<file path="src/rtl/rgb_to_hsv_converter_defines.svh">
// shared assertion macros for the rgb to hsv converter
`ifndef RGB_TO_HSV_CONVERTER_DEFINES_SVH
`define RGB_TO_HSV_CONVERTER_DEFINES_SVH

// same-cycle implication, checked outside reset
`define RHC_ASSERT_IMP(lbl, ante, cons) \
    lbl: assert property (@(posedge aclk) disable iff (!aresetn) (ante) |-> (cons)) \
        else $error("rgb_to_hsv_converter: check failed");

// condition that must hold in the cycle after a reset cycle
`define RHC_ASSERT_RST(lbl, cons) \
    lbl: assert property (@(posedge aclk) !aresetn |=> (cons)) \
        else $error("rgb_to_hsv_converter: reset check failed");

`endif

</file>
<file path="src/rtl/rhc_pkg.sv">
`timescale 1ns / 1ps

package rhc_pkg;

    localparam int CHAN_W           = 8;
    localparam int HUE_W            = 15;
    localparam int HUE_FRAC_BITS_DEF = 6;
    localparam int S_TDATA_W        = 24;
    localparam int M_TDATA_W        = 32;

    typedef enum logic [1:0] {
        SECTOR_RED,
        SECTOR_GREEN,
        SECTOR_BLUE
    } sector_t;

    // side information that travels with each pixel through the dividers
    typedef struct packed {
        sector_t             sector;
        logic                neg;
        logic [CHAN_W-1:0]   brightness;
    } pix_side_t;

    // hue units per 60 degree sector
    function automatic int hue_sector_units(input int frac);
        return 60 << frac;
    endfunction

    // quotient bits of both dividers; saturation needs 8
    function automatic int div_steps(input int frac);
        int qb;
        qb = $clog2((60 << frac) + 1);
        return (qb > CHAN_W) ? qb : CHAN_W;
    endfunction

endpackage

</file>
<file path="src/rtl/rgb_to_hsv_converter.sv">
// from the s transfer to m_tvalid a pixel is registered in rhc_front, in each rhc_div_step and in rhc_back
// throughput: one pixel per cycle while m_tready is high; the two dividers retire one quotient bit per stage
// each stage holds its own valid bit, so empty stages keep taking pixels while m_tready is low
// reset: synchronous active-low aresetn clears all valid bits; data registers are not reset
`timescale 1ns / 1ps
`include "rgb_to_hsv_converter_defines.svh"

module rgb_to_hsv_converter import rhc_pkg::*; #(
    parameter int HUE_FRAC_BITS = HUE_FRAC_BITS_DEF
) (
    input  logic                  aclk,
    input  logic                  aresetn,
    input  logic                  s_tvalid,
    output logic                  s_tready,
    input  logic [S_TDATA_W-1:0]  s_tdata,   // red[7:0], green[15:8], blue[23:16]
    output logic                  m_tvalid,
    input  logic                  m_tready,
    output logic [M_TDATA_W-1:0]  m_tdata    // hue[14:0], saturation[22:15],
                                             // brightness[30:23], zero[31]
);

    localparam int NSTEP  = div_steps(HUE_FRAC_BITS);
    localparam int HUE_LIM = 360 << HUE_FRAC_BITS;

    logic               valid [0:NSTEP];
    logic               ready [0:NSTEP];
    pix_side_t          side  [0:NSTEP];
    logic [CHAN_W-1:0]  sat_rem [0:NSTEP];
    logic [NSTEP-1:0]   sat_nq  [0:NSTEP];
    logic [CHAN_W-1:0]  sat_den [0:NSTEP];
    logic [CHAN_W-1:0]  hue_rem [0:NSTEP];
    logic [NSTEP-1:0]   hue_nq  [0:NSTEP];
    logic [CHAN_W-1:0]  hue_den [0:NSTEP];

    rhc_front #(
        .HUE_FRAC_BITS(HUE_FRAC_BITS)
    ) u_front (
        .aclk      (aclk),
        .aresetn   (aresetn),
        .in_valid  (s_tvalid),
        .in_ready  (s_tready),
        .red       (s_tdata[7:0]),
        .green     (s_tdata[15:8]),
        .blue      (s_tdata[23:16]),
        .out_valid (valid[0]),
        .out_ready (ready[0]),
        .side      (side[0]),
        .sat_rem   (sat_rem[0]),
        .sat_nq    (sat_nq[0]),
        .sat_den   (sat_den[0]),
        .hue_rem   (hue_rem[0]),
        .hue_nq    (hue_nq[0]),
        .hue_den   (hue_den[0])
    );

    for (genvar k = 0; k < NSTEP; k++) begin : g_div
        rhc_div_step #(
            .HUE_FRAC_BITS(HUE_FRAC_BITS)
        ) u_step (
            .aclk        (aclk),
            .aresetn     (aresetn),
            .in_valid    (valid[k]),
            .in_ready    (ready[k]),
            .in_side     (side[k]),
            .in_sat_rem  (sat_rem[k]),
            .in_sat_nq   (sat_nq[k]),
            .in_sat_den  (sat_den[k]),
            .in_hue_rem  (hue_rem[k]),
            .in_hue_nq   (hue_nq[k]),
            .in_hue_den  (hue_den[k]),
            .out_valid   (valid[k+1]),
            .out_ready   (ready[k+1]),
            .out_side    (side[k+1]),
            .out_sat_rem (sat_rem[k+1]),
            .out_sat_nq  (sat_nq[k+1]),
            .out_sat_den (sat_den[k+1]),
            .out_hue_rem (hue_rem[k+1]),
            .out_hue_nq  (hue_nq[k+1]),
            .out_hue_den (hue_den[k+1])
        );
    end

    rhc_back #(
        .HUE_FRAC_BITS(HUE_FRAC_BITS)
    ) u_back (
        .aclk       (aclk),
        .aresetn    (aresetn),
        .in_valid   (valid[NSTEP]),
        .in_ready   (ready[NSTEP]),
        .in_side    (side[NSTEP]),
        .in_sat_nq  (sat_nq[NSTEP]),
        .in_hue_rem (hue_rem[NSTEP]),
        .in_hue_nq  (hue_nq[NSTEP]),
        .m_tvalid   (m_tvalid),
        .m_tready   (m_tready),
        .m_tdata    (m_tdata)
    );

    // a stalled input means every stage, the output one included, holds a pixel
    `RHC_ASSERT_IMP(a_stall_needs_output, !s_tready, m_tvalid)
    // nonzero saturation only comes with a nonzero largest channel
    `RHC_ASSERT_IMP(a_sat_needs_value, m_tvalid && (m_tdata[22:15] != 8'd0), m_tdata[30:23] != 8'd0)
    // hue stays below a full turn whenever it fits the field unmasked
    `RHC_ASSERT_IMP(a_hue_range, m_tvalid, (HUE_LIM > 32767) || (m_tdata[14:0] < HUE_LIM))
    `RHC_ASSERT_RST(a_reset_clears, !m_tvalid)

endmodule

</file>
<file path="src/rtl/rhc_front.sv">
`timescale 1ns / 1ps

module rhc_front import rhc_pkg::*; #(
    parameter int HUE_FRAC_BITS = HUE_FRAC_BITS_DEF
) (
    input  logic                              aclk,
    input  logic                              aresetn,
    input  logic                              in_valid,
    output logic                              in_ready,
    input  logic [CHAN_W-1:0]                 red,
    input  logic [CHAN_W-1:0]                 green,
    input  logic [CHAN_W-1:0]                 blue,
    output logic                              out_valid,
    input  logic                              out_ready,
    output pix_side_t                         side,
    output logic [CHAN_W-1:0]                 sat_rem,
    output logic [div_steps(HUE_FRAC_BITS)-1:0] sat_nq,
    output logic [CHAN_W-1:0]                 sat_den,
    output logic [CHAN_W-1:0]                 hue_rem,
    output logic [div_steps(HUE_FRAC_BITS)-1:0] hue_nq,
    output logic [CHAN_W-1:0]                 hue_den
);

    localparam int SECTOR_U = hue_sector_units(HUE_FRAC_BITS);
    localparam int NSTEP    = div_steps(HUE_FRAC_BITS);
    localparam int NW       = NSTEP + CHAN_W;

    logic [CHAN_W-1:0] mx, mn, delta, mag;
    logic [15:0]       sat_prod;
    logic [NW-1:0]     sat_num, hue_num;
    pix_side_t         side_next;

    logic                valid_reg;
    pix_side_t           side_reg;
    logic [CHAN_W-1:0]   sat_rem_reg, sat_den_reg, hue_rem_reg, hue_den_reg;
    logic [NSTEP-1:0]    sat_nq_reg, hue_nq_reg;

    always_comb begin
        mx = (red > green) ? red : green;
        mx = (mx > blue) ? mx : blue;
        mn = (red < green) ? red : green;
        mn = (mn < blue) ? mn : blue;
        delta = mx - mn;

        side_next.brightness = mx;
        if (red >= mx) begin
            side_next.sector = SECTOR_RED;
            side_next.neg    = (green < blue);
            mag = (green >= blue) ? green - blue : blue - green;
        end else if (green >= mx) begin
            side_next.sector = SECTOR_GREEN;
            side_next.neg    = (blue < red);
            mag = (blue >= red) ? blue - red : red - blue;
        end else begin
            side_next.sector = SECTOR_BLUE;
            side_next.neg    = (red < green);
            mag = (red >= green) ? red - green : green - red;
        end

        // 255 * delta as a shift and subtract
        sat_prod = {delta, 8'h00} - {8'h00, delta};
        sat_num  = NW'(sat_prod);
        hue_num  = NW'(SECTOR_U) * {{(NW-CHAN_W){1'b0}}, mag};
    end

    assign in_ready = !valid_reg || out_ready;

    always_ff @(posedge aclk) begin
        if (!aresetn) begin
            valid_reg <= 1'b0;
        end else if (in_ready) begin
            valid_reg <= in_valid;
        end
    end

    // quotient fits in NSTEP bits, so the upper numerator bits start as remainder
    always_ff @(posedge aclk) begin
        if (in_ready && in_valid) begin
            side_reg    <= side_next;
            sat_rem_reg <= sat_num[NW-1:NSTEP];
            sat_nq_reg  <= sat_num[NSTEP-1:0];
            sat_den_reg <= (mx == '0) ? CHAN_W'(1) : mx;
            hue_rem_reg <= hue_num[NW-1:NSTEP];
            hue_nq_reg  <= hue_num[NSTEP-1:0];
            hue_den_reg <= (delta == '0) ? CHAN_W'(1) : delta;
        end
    end

    assign out_valid = valid_reg;
    assign side      = side_reg;
    assign sat_rem   = sat_rem_reg;
    assign sat_nq    = sat_nq_reg;
    assign sat_den   = sat_den_reg;
    assign hue_rem   = hue_rem_reg;
    assign hue_nq    = hue_nq_reg;
    assign hue_den   = hue_den_reg;

endmodule

</file>
<file path="src/rtl/rhc_div_step.sv">
`timescale 1ns / 1ps

module rhc_div_step import rhc_pkg::*; #(
    parameter int HUE_FRAC_BITS = HUE_FRAC_BITS_DEF
) (
    input  logic                              aclk,
    input  logic                              aresetn,
    input  logic                              in_valid,
    output logic                              in_ready,
    input  pix_side_t                         in_side,
    input  logic [CHAN_W-1:0]                 in_sat_rem,
    input  logic [div_steps(HUE_FRAC_BITS)-1:0] in_sat_nq,
    input  logic [CHAN_W-1:0]                 in_sat_den,
    input  logic [CHAN_W-1:0]                 in_hue_rem,
    input  logic [div_steps(HUE_FRAC_BITS)-1:0] in_hue_nq,
    input  logic [CHAN_W-1:0]                 in_hue_den,
    output logic                              out_valid,
    input  logic                              out_ready,
    output pix_side_t                         out_side,
    output logic [CHAN_W-1:0]                 out_sat_rem,
    output logic [div_steps(HUE_FRAC_BITS)-1:0] out_sat_nq,
    output logic [CHAN_W-1:0]                 out_sat_den,
    output logic [CHAN_W-1:0]                 out_hue_rem,
    output logic [div_steps(HUE_FRAC_BITS)-1:0] out_hue_nq,
    output logic [CHAN_W-1:0]                 out_hue_den
);

    localparam int NSTEP = div_steps(HUE_FRAC_BITS);

    logic [CHAN_W:0]     sat_trial, hue_trial;
    logic                sat_bit, hue_bit;
    logic [CHAN_W-1:0]   sat_rem_next, hue_rem_next;
    logic [NSTEP-1:0]    sat_nq_next, hue_nq_next;

    logic                valid_reg;
    pix_side_t           side_reg;
    logic [CHAN_W-1:0]   sat_rem_reg, sat_den_reg, hue_rem_reg, hue_den_reg;
    logic [NSTEP-1:0]    sat_nq_reg, hue_nq_reg;

    // one restoring step for each divider; the quotient bit shifts in at the bottom
    always_comb begin
        sat_trial    = {in_sat_rem, in_sat_nq[NSTEP-1]};
        sat_bit      = (sat_trial >= {1'b0, in_sat_den});
        sat_rem_next = sat_bit ? CHAN_W'(sat_trial - {1'b0, in_sat_den})
                               : sat_trial[CHAN_W-1:0];
        sat_nq_next  = {in_sat_nq[NSTEP-2:0], sat_bit};

        hue_trial    = {in_hue_rem, in_hue_nq[NSTEP-1]};
        hue_bit      = (hue_trial >= {1'b0, in_hue_den});
        hue_rem_next = hue_bit ? CHAN_W'(hue_trial - {1'b0, in_hue_den})
                               : hue_trial[CHAN_W-1:0];
        hue_nq_next  = {in_hue_nq[NSTEP-2:0], hue_bit};
    end

    assign in_ready = !valid_reg || out_ready;

    always_ff @(posedge aclk) begin
        if (!aresetn) begin
            valid_reg <= 1'b0;
        end else if (in_ready) begin
            valid_reg <= in_valid;
        end
    end

    always_ff @(posedge aclk) begin
        if (in_ready && in_valid) begin
            side_reg    <= in_side;
            sat_rem_reg <= sat_rem_next;
            sat_nq_reg  <= sat_nq_next;
            sat_den_reg <= in_sat_den;
            hue_rem_reg <= hue_rem_next;
            hue_nq_reg  <= hue_nq_next;
            hue_den_reg <= in_hue_den;
        end
    end

    assign out_valid   = valid_reg;
    assign out_side    = side_reg;
    assign out_sat_rem = sat_rem_reg;
    assign out_sat_nq  = sat_nq_reg;
    assign out_sat_den = sat_den_reg;
    assign out_hue_rem = hue_rem_reg;
    assign out_hue_nq  = hue_nq_reg;
    assign out_hue_den = hue_den_reg;

endmodule

</file>
<file path="src/rtl/rhc_back.sv">
`timescale 1ns / 1ps

module rhc_back import rhc_pkg::*; #(
    parameter int HUE_FRAC_BITS = HUE_FRAC_BITS_DEF
) (
    input  logic                              aclk,
    input  logic                              aresetn,
    input  logic                              in_valid,
    output logic                              in_ready,
    input  pix_side_t                         in_side,
    input  logic [div_steps(HUE_FRAC_BITS)-1:0] in_sat_nq,
    input  logic [CHAN_W-1:0]                 in_hue_rem,
    input  logic [div_steps(HUE_FRAC_BITS)-1:0] in_hue_nq,
    output logic                              m_tvalid,
    input  logic                              m_tready,
    output logic [M_TDATA_W-1:0]              m_tdata
);

    localparam int NSTEP    = div_steps(HUE_FRAC_BITS);
    localparam int SECTOR_U = hue_sector_units(HUE_FRAC_BITS);
    localparam int FULL_U   = 360 << HUE_FRAC_BITS;
    localparam int FULL_B   = $clog2(FULL_U + 1);
    localparam int HCW      = ((FULL_B > HUE_W) ? FULL_B : HUE_W) + 2;

    logic signed [HCW-1:0] base, quo, off, sum, hue_full;
    logic [HUE_W-1:0]      hue_next;
    logic [M_TDATA_W-1:0]  tdata_next;

    logic                  valid_reg;
    logic [M_TDATA_W-1:0]  tdata_reg;

    always_comb begin
        case (in_side.sector)
            SECTOR_RED:   base = '0;
            SECTOR_GREEN: base = HCW'(2 * SECTOR_U);
            SECTOR_BLUE:  base = HCW'(4 * SECTOR_U);
            default:      base = '0;
        endcase

        quo = signed'({{(HCW-NSTEP){1'b0}}, in_hue_nq});
        // floor of a negative quotient: round the magnitude up when a remainder is left
        if (in_side.neg) begin
            off = -(quo + HCW'(in_hue_rem != '0));
        end else begin
            off = quo;
        end
        sum      = base + off;
        hue_full = (sum < 0) ? sum + HCW'(FULL_U) : sum;
        hue_next = hue_full[HUE_W-1:0];

        tdata_next = {1'b0, in_side.brightness, in_sat_nq[CHAN_W-1:0], hue_next};
    end

    assign in_ready = !valid_reg || m_tready;

    always_ff @(posedge aclk) begin
        if (!aresetn) begin
            valid_reg <= 1'b0;
        end else if (in_ready) begin
            valid_reg <= in_valid;
        end
    end

    always_ff @(posedge aclk) begin
        if (in_ready && in_valid) begin
            tdata_reg <= tdata_next;
        end
    end

    assign m_tvalid = valid_reg;
    assign m_tdata  = tdata_reg;

endmodule
</file>
<file path="config.mk">
export PLATFORM = sky130hd
export DESIGN_NAME = rgb_to_hsv_converter
export DESIGN_NICKNAME = d
export VERILOG_FILES = /design/src/rtl/rhc_pkg.sv /design/src/rtl/rgb_to_hsv_converter.sv /design/src/rtl/rhc_front.sv /design/src/rtl/rhc_div_step.sv /design/src/rtl/rhc_back.sv
export VERILOG_INCLUDE_DIRS = /design/src /design/src/rtl
export SDC_FILE = /design/constraint.sdc
export NUM_CORES = 1
export LEC_CHECK = 0
export BUFFER_PORTS_ARGS = -buffer_cell sky130_fd_sc_hd__clkbuf_2
export CORE_ASPECT_RATIO = 0.8
export CORE_MARGIN = 8
export CORE_UTILIZATION = 40
export CTS_BUF_LIST = sky130_fd_sc_hd__clkbuf_8
export DETAILED_ROUTE_END_ITERATION = 6
export GPL_ROUTABILITY_DRIVEN = 0
export SETUP_SLACK_MARGIN = 0.15
export SKIP_CTS_REPAIR_TIMING = 1
export SLEW_MARGIN = 20
export SYNTH_ARGS = -nofsm -noshare
export SYNTH_HDL_FRONTEND = slang
export SYNTH_SLANG_ARGS = --single-unit
</file>
<file path="constraint.sdc">
create_clock -name aclk -period 15.5 [get_ports aclk]
set_clock_uncertainty 0.15 [all_clocks]
set_input_delay 3.1 -clock aclk [delete_from_list [all_inputs] [get_ports aclk]]
set_output_delay 3.1 -clock aclk [all_outputs]
set_load 0.1 [all_outputs]
</file>
==> run metrics, run 1 <==
status=complete, no violations; first drt pass iteration count=5; CP startpoint kind=primary input; CP Data Arrival Time=about 12,000 ps; Design Area, Final=about 43,000 um^2; Initial DRC Count=~1,000; CP Max Fanout=23; IO buf count=60; Final Slew Violations=0; global-route wire length before repair=105 mm; Mapped Cells=3,062; Clk pin slew, worst setup/hold paths=60 ps; WL final=63.6 mm; # setup viols final=0; ys async rst share=0; Die Span X=~360 um; leading area contributor after synthesis=edfxtp_1; total gr overflow=0; Max-Cap Viols=0; Synth Cell Area=38,500 um^2; Rel. slew slack=0.282; HPWL after DPL=around 47 mm; max reg flops=roughly 130; I/O pins=just over 60; clock latency on the worst-skew pair=720 ps; Worst Hold Class=reg -> reg; Syn Nets=between 3,000 and 4,000; CTS tree=built; clk buf depth=3; FP Rows=between 100 and 150; pwr dens=between 100 and 150 nW/um^2; critical path's largest stage delay=about 630 ps; Worst VDD drop=154 uV; worst-margin pin slew=about 1100 ps; area of the multi-input gates=between 10,000 and 15,000 um^2; core box area=roughly 95,000 um^2; top cells by area, synth=edfxtp_1 (60%), ha_1 (9.6%), inv_1 (4.4%); setup TNS=0 ps; GRT Util Overall=0.118; critical path capture point type=register; layout cells sized above 1=0.0896; Final Hold Fails=0; TritonCTS Buffers=120; CP max-delay cell=a2111oi_0; Yosys top cell area share=0.597; die height=293 um; CTS root buf=clkbuf_8; Filler Cells Inserted=about 8,600; Starting Density=0.404; worst hold path depth=0; vias per cell=4.79; htree depth=3; nets@finish=between 3,000 and 4,000; FMAX=about 0.083 GHz; die area=106,000 um^2; largest net degree at the start of global routing=between 60 and 70; DP Area=between 40,000 and 50,000 um^2; post-route ant nets=0; Register-to-Register Path Depth=21; WS Path Type=in -> reg; synth unique cells=between 80 and 90; Required @ worst endpoint=roughly 16,000 ps; initial antenna violation count=5; register area share after synthesis=0.604; Post-synth EDFFs=764; Yosys warning count=0; CTS sink count=about 780; syn_area_per_cell=around 13 um^2; Lkg Pwr=approximately 17 nW; Vias=22,100; vias in the first global route=approximately 22,000; Post-route DRC=0; minimum clock period=approximately 12,000 ps; Area growth syn-to-layout=11.4%; RSZ-0062 raised after global routing=false; wire per inst=approximately 14 um; Tcrit/Tclk final=0.778; ys flop type=edfxtp_1; Reg area=23,200 um^2; Yosys reg bits=778
layer usage:
metal  GRT usage  routed length [um]  vias to the layer above
met5           0                  13                        -
met4      0.0418                1750                        2
met3      0.0286                3230                      138
met2       0.191               28500                      393
met1       0.155               30100                    10200
li1            -                   -                    11300
worst paths after layout:
path / from / endpoint / slack [ps]
worst max-delay path: s_tdata[0] / u_front.hue_rem[7] / 3430
worst min-delay path: g_div[9].u_step.out_sat_nq[1] / g_div[10].u_step.out_sat_nq[2] / 240
worst min register to register: g_div[9].u_step.out_sat_nq[1] / g_div[10].u_step.out_sat_nq[2] / 240
worst max register to register: g_div[11].u_step.out_hue_rem[1] / u_back.m_tdata[12] / 10360
power by group:
group          internal (mW)  switching [mW]
Combinational          0.578           0.782
Clock                  0.916           0.769
Sequential              2.50          0.0578
stage by stage:
stage                     instances  hold WS [ps]  setup slack [ps]  utilization  total power, mW
after detailed placement       4379           255              2760        0.425             3.96
final                          4605           243              3430        0.450             5.61
after CTS                      4601           234              3520        0.450             5.69
after floorplan                3062           250              3960            -             3.66
after global placement         4379           251              3070        0.425             3.94
after global routing           4602           243              2690        0.450             5.97
critical path, delay by kind of cell:
kind	cells	cell delay, ps
AND/OR/NAND/NOR	7	1110
XOR/XNOR	1	80
AO/OA/AOI/OAI	17	4240
multiplexers	1	140
buffers and inverters	7	900
adder cells (fa/ha/maj)	8	2770
cells by family (layout without fill, tap and decap cells):
group	count (synthesis)	count (layout)	share of synthesized area
other	1	5	0.0000975
muxes	54	54	0.0148
and+or+nand+nor	586	586	0.0723
buffers and inverters	497	749	0.0490
xor gates and xnor gates	133	133	0.0315
DFF	778	778	0.604
AOI/OAI and AO/OA	673	673	0.110
adders and majority gates	340	340	0.118
synthesized netlist by cell type, drive strengths merged (8+ instances only):
| cell | number |
|---|---|
| edfxtp | 764 |
| clkbuf | 40 |
| o21bai | 29 |
| o21ai | 245 |
| a21oi | 154 |
| nand2 | 202 |
| o31ai | 45 |
| a21o | 49 |
| and2 | 12 |
| mux2 | 14 |
| ha | 296 |
| buf | 8 |
| o21a | 16 |
| a31oi | 10 |
| mux2i | 40 |
| and3 | 45 |
| a311oi | 25 |
| nand3 | 28 |
| xnor2 | 72 |
| nand2b | 13 |
| nor2 | 152 |
| dfxtp | 14 |
| nand4 | 45 |
| a21boi | 35 |
| fa | 40 |
| inv | 449 |
| nor3 | 14 |
| a211oi | 8 |
| nor2b | 49 |
| xor2 | 59 |
cell usage in the layout (no fill, tap or decap), types with 6 or more instances in the layout:
cell	synthesis	final
ha_1	296	296
o221ai_1	6	6
xnor2_1	71	71
nor3_1	14	14
nand2_1	202	202
inv_1	448	487
nor2b_1	49	40
buf_4	2	18
edfxtp_1	764	764
o21ai_0	236	236
clkbuf_2	0	60
clkinv_2	0	16
nand2b_1	13	13
o21a_1	16	16
nor4_1	6	6
clkbuf_8	0	121
and2_1	12	11
bufinv_16	0	11
a311oi_1	25	25
nor2_1	151	151
mux2_2	13	13
a21oi_1	150	150
nand4_1	44	44
clkinv_1	0	27
a211oi_1	6	6
and3_1	45	45
mux2i_1	38	38
dfxtp_1	14	14
a21boi_0	35	32
nor2b_4	0	8
xor2_1	59	59
o31ai_1	45	45
fa_1	40	40
a31oi_1	10	9
nand3_1	27	27
a21o_1	49	49
o21bai_1	29	29
area by class of cell:
cell class / instances / share of cell area
Multi-Input combinational cell: 1787 / 0.314
Sequential cell: 778 / 0.542
Timing Repair Buffer: 78 / 0.0102
Tap cell: 1287 / 0.0376
Antenna cell: 4 / 0.000234
Inverter: 449 / 0.0393
Clock buffer: 121 / 0.0389
Clock inverter: 101 / 0.0174
Power figures use the tool's default switching activity.
==> inputs of run 2 (changes only) <==
--- a/config.mk
+++ b/config.mk
@@ -6,6 +6,7 @@
 export SDC_FILE = /design/constraint.sdc
 export NUM_CORES = 1
 export LEC_CHECK = 0
+export ABC_AREA = 1
 export BUFFER_PORTS_ARGS = -buffer_cell sky130_fd_sc_hd__clkbuf_2
 export CORE_ASPECT_RATIO = 0.8
 export CORE_MARGIN = 8
==> constraint.sdc (replaced) <==
create_clock -name aclk -period 10.5 [get_ports aclk]
set_clock_uncertainty 0.15 [all_clocks]
set_input_delay 2.1 -clock aclk [delete_from_list [all_inputs] [get_ports aclk]]
set_output_delay 2.1 -clock aclk [all_outputs]
set_load 0.1 [all_outputs]
==> run 2 against run 1 <==
Net effect:
- sequential power up 48%
- clock power up 52%
- sequential cell count unchanged
- critical path type unchanged
- sequential share of layout area up 0.63 points
==> run metrics, run 2 <==
WS Path Type=in -> reg (unchanged); Worst VDD drop=182 uV (was 154 uV); leading cell types in the layout, fill and taps excluded=edfxtp_1 (764), inv_1 (527), nand2_1 (339) (was edfxtp_1 (764), inv_1 (487), ha_1 (296)); fin util=0.449 (was 0.450); clk buf depth=3 (unchanged); worst hold path depth=0 (unchanged); htree depth=4 (was 3); PnR Total Power=8.22 mW (was 5.61 mW); first drt pass iteration count=5 (unchanged); FP Rows=101 (unchanged); synth unique cells=60 (was 89); die area=105,000 um^2 (was 106,000 um^2); Lkg Pwr=17.2 nW (was 16.9 nW); Yosys warning count=0 (unchanged); hold slack=234 ps (was 243 ps); switch share=0.297 (was 0.287); RSZ-0062 raised after global routing=false (unchanged); CTS sink count=778 (unchanged); core box area=94,400 um^2 (was 95,200 um^2); ys async rst share=0 (unchanged); total gr overflow=0 (unchanged); clock latency on the worst-skew pair=780 ps (was 720 ps); Clock Power Share=0.311 (was 0.301); minimum clock period=between 9000 and 10,000 ps; Final Slew Violations=0 (unchanged); Post-synth EDFFs=764 (unchanged); Synth Cell Area=37,900 um^2 (was 38,500 um^2); Yosys reg bits=778 (unchanged); GRT Util Overall=0.128 (was 0.118); final non-filler cell total=4,741 (was 4,605); commonest non-fill, non-tap cell in the layout=edfxtp_1 (unchanged); Required @ worst endpoint=10,860 ps (was 15,810 ps); Yosys top cell area share=0.605 (was 0.597); most common cell in the netlist=edfxtp_1 (unchanged); Area growth syn-to-layout=11.6% (was 11.4%); worst-margin pin slew=1020 ps (was 1070 ps); initial antenna violation count=1 (was 5); area of the multi-input gates=12,700 um^2 (was 13,500 um^2); internal power=5.78 mW (was 4.00 mW); Design Area, Final=42,400 um^2 (was 42,800 um^2); DP Worst Slack=475 ps (was 2760 ps); syn_area_per_cell=11.8 um^2 (was 12.6 um^2); Vias=22,300 (was 22,100); Reg power frac=0.461 (was 0.457); largest net degree at the start of global routing=63 (unchanged); CTS tree=built (unchanged); most common library cells after synthesis=edfxtp_1 (764), inv_1 (495), nand2_1 (339) (was edfxtp_1 (764), inv_1 (448), ha_1 (296)); CTS root buf=clkbuf_8 (unchanged); global-route wire length before repair=110 mm (was 105 mm); setup TNS=0 ps (unchanged); critical path capture point type=register (unchanged); TritonCTS Buffers=132 (was 120); Mapped Cells=3,226 (was 3,062); DP Cell Count=4,508 (was 4,379); WL final=66.9 mm (was 63.6 mm); Clk pin slew, worst setup/hold paths=60 ps (about the same); Rel. slew slack=0.315 (was 0.282); vias per cell=4.71 (was 4.79); CP Max Fanout=18 (was 23); Initial DRC Count=1,385 (was 978); vias in the first global route=22,200 (was 21,600); Filler Cells Inserted=8,558 (was 8,630); post-route ant nets=0 (unchanged); P_sw=2.44 mW (was 1.61 mW); layout cells sized above 1=0.0985 (was 0.0896); Post-route DRC=0 (unchanged); top cells by area, synth=edfxtp_1 (60%), ha_1 (9.8%), inv_1 (4.9%) (was edfxtp_1 (60%), ha_1 (9.6%), inv_1 (4.4%)); nets@finish=3,770 (was 3,578); flop2flop setup slack=5380 ps (was 10,360 ps); reg2reg end=u_back.m_tdata[10] (was u_back.m_tdata[12]); Syn Nets=3,590 (was 3,426); Starting Density=0.402 (was 0.404); IO buf count=60 (unchanged); HPWL after DPL=49.5 mm (was 46.8 mm); # setup viols final=0 (unchanged); CP Data Arrival Time=9700 ps (was 12,370 ps); status=complete, no violations (unchanged); register area share after synthesis=0.612 (was 0.604); CP max-delay cell=fa_1 (was a2111oi_0); die height=291 um (was 293 um); reg2reg start=g_div[11].u_step.out_hue_rem[1] (unchanged); Final WS setup=1160 ps (was 3430 ps); critical path's largest stage delay=570 ps (was 630 ps); leading area contributor after synthesis=edfxtp_1 (unchanged); Worst Hold Class=reg -> reg (unchanged); FMAX=~0.11 GHz; hold path startpoint=g_div[9].u_step.out_sat_nq[10] (was g_div[9].u_step.out_sat_nq[1]); DP Area=39,800 um^2 (was 40,400 um^2); CP startpoint kind=primary input (unchanged); Tcrit/Tclk final=0.889; wire per inst=14.1 um (was 13.8 um); Final Hold Fails=0 (unchanged); Register-to-Register Path Depth=24 (was 21); Max-Cap Viols=0 (unchanged); Hold Path End=g_div[10].u_step.out_sat_nq[11] (was g_div[10].u_step.out_sat_nq[2]); max reg flops=132 (unchanged); pwr dens=194 nW/um^2 (was 131 nW/um^2); Die Span X=360 um (was 363 um); ys flop type=edfxtp_1 (unchanged); Reg area=23,200 um^2 (unchanged); Most Frequent Cell on Critical Path=inv_1; I/O pins=62 (unchanged); combinational share of power=0.228 (was 0.243)
run 2: worst max-delay path by stage:
stage                from                  to  depth (start not counted)  slack [ps]
6_report       s_tdata[0]  u_front.hue_rem[7]                         48        1160
3_3_place_gp   s_tdata[0]  u_front.hue_rem[7]                         48         690
5_1_grt        s_tdata[0]  u_front.hue_rem[7]                         48         470
4_1_cts        s_tdata[0]  u_front.hue_rem[7]                         48        1320
3_5_place_dp   s_tdata[0]  u_front.hue_rem[7]                         48         470
2_1_floorplan  s_tdata[0]  u_front.hue_rem[7]                         50        1180
run 2: power by group through the flow:
stage	Combinational, mW	Clock, mW	Sequential (mW)
detailed placement	1.88	0	3.86
finish	1.87	2.56	3.80
CTS	1.90	2.66	3.80
global placement	1.85	0	3.86
global route	2.20	2.78	3.81
floorplan	1.51	0	3.81
run 2: worst max-delay path, delay by kind of cell:
family / cells / cell delay, ps
and+or+nand+nor: 15 / 1430
buffers and inverters: 12 / 1200
adders and majority gates: 7 / 2610
AOI/OAI and AO/OA: 13 / 2270
xor gates and xnor gates: 1 / 80
run 2: cell type report:
type / count / area share
antenna: 2 / 0.000118
clock buffer: 135 / 0.0439
clock inverter: 96 / 0.0151
inverter: 511 / 0.0454
multi-input combinational: 1904 / 0.300
sequential: 778 / 0.548
tap: 1236 / 0.0365
timing repair buffer: 79 / 0.0105
run 2: kinds of logic after synthesis:
kind of cell    Yosys count  synth area share
simple gates            862            0.0983
flops                   778             0.612
buf+inv                 544            0.0544
compound gates          533            0.0764
fa+ha+maj               336             0.119
xor+xnor                166            0.0383
mux                       6           0.00171
other cells               1         0.0000988
run 2: layer usage:
metal  wire length, um  up-vias  share of wire  global-route usage
met5                 0        -              0                   0
met4              2560        0          0.038              0.0622
met3              3020      158          0.045              0.0259
met2             30800      417           0.46               0.211
met1             30500    10200           0.46               0.161
li1                  -    11500              -                   -
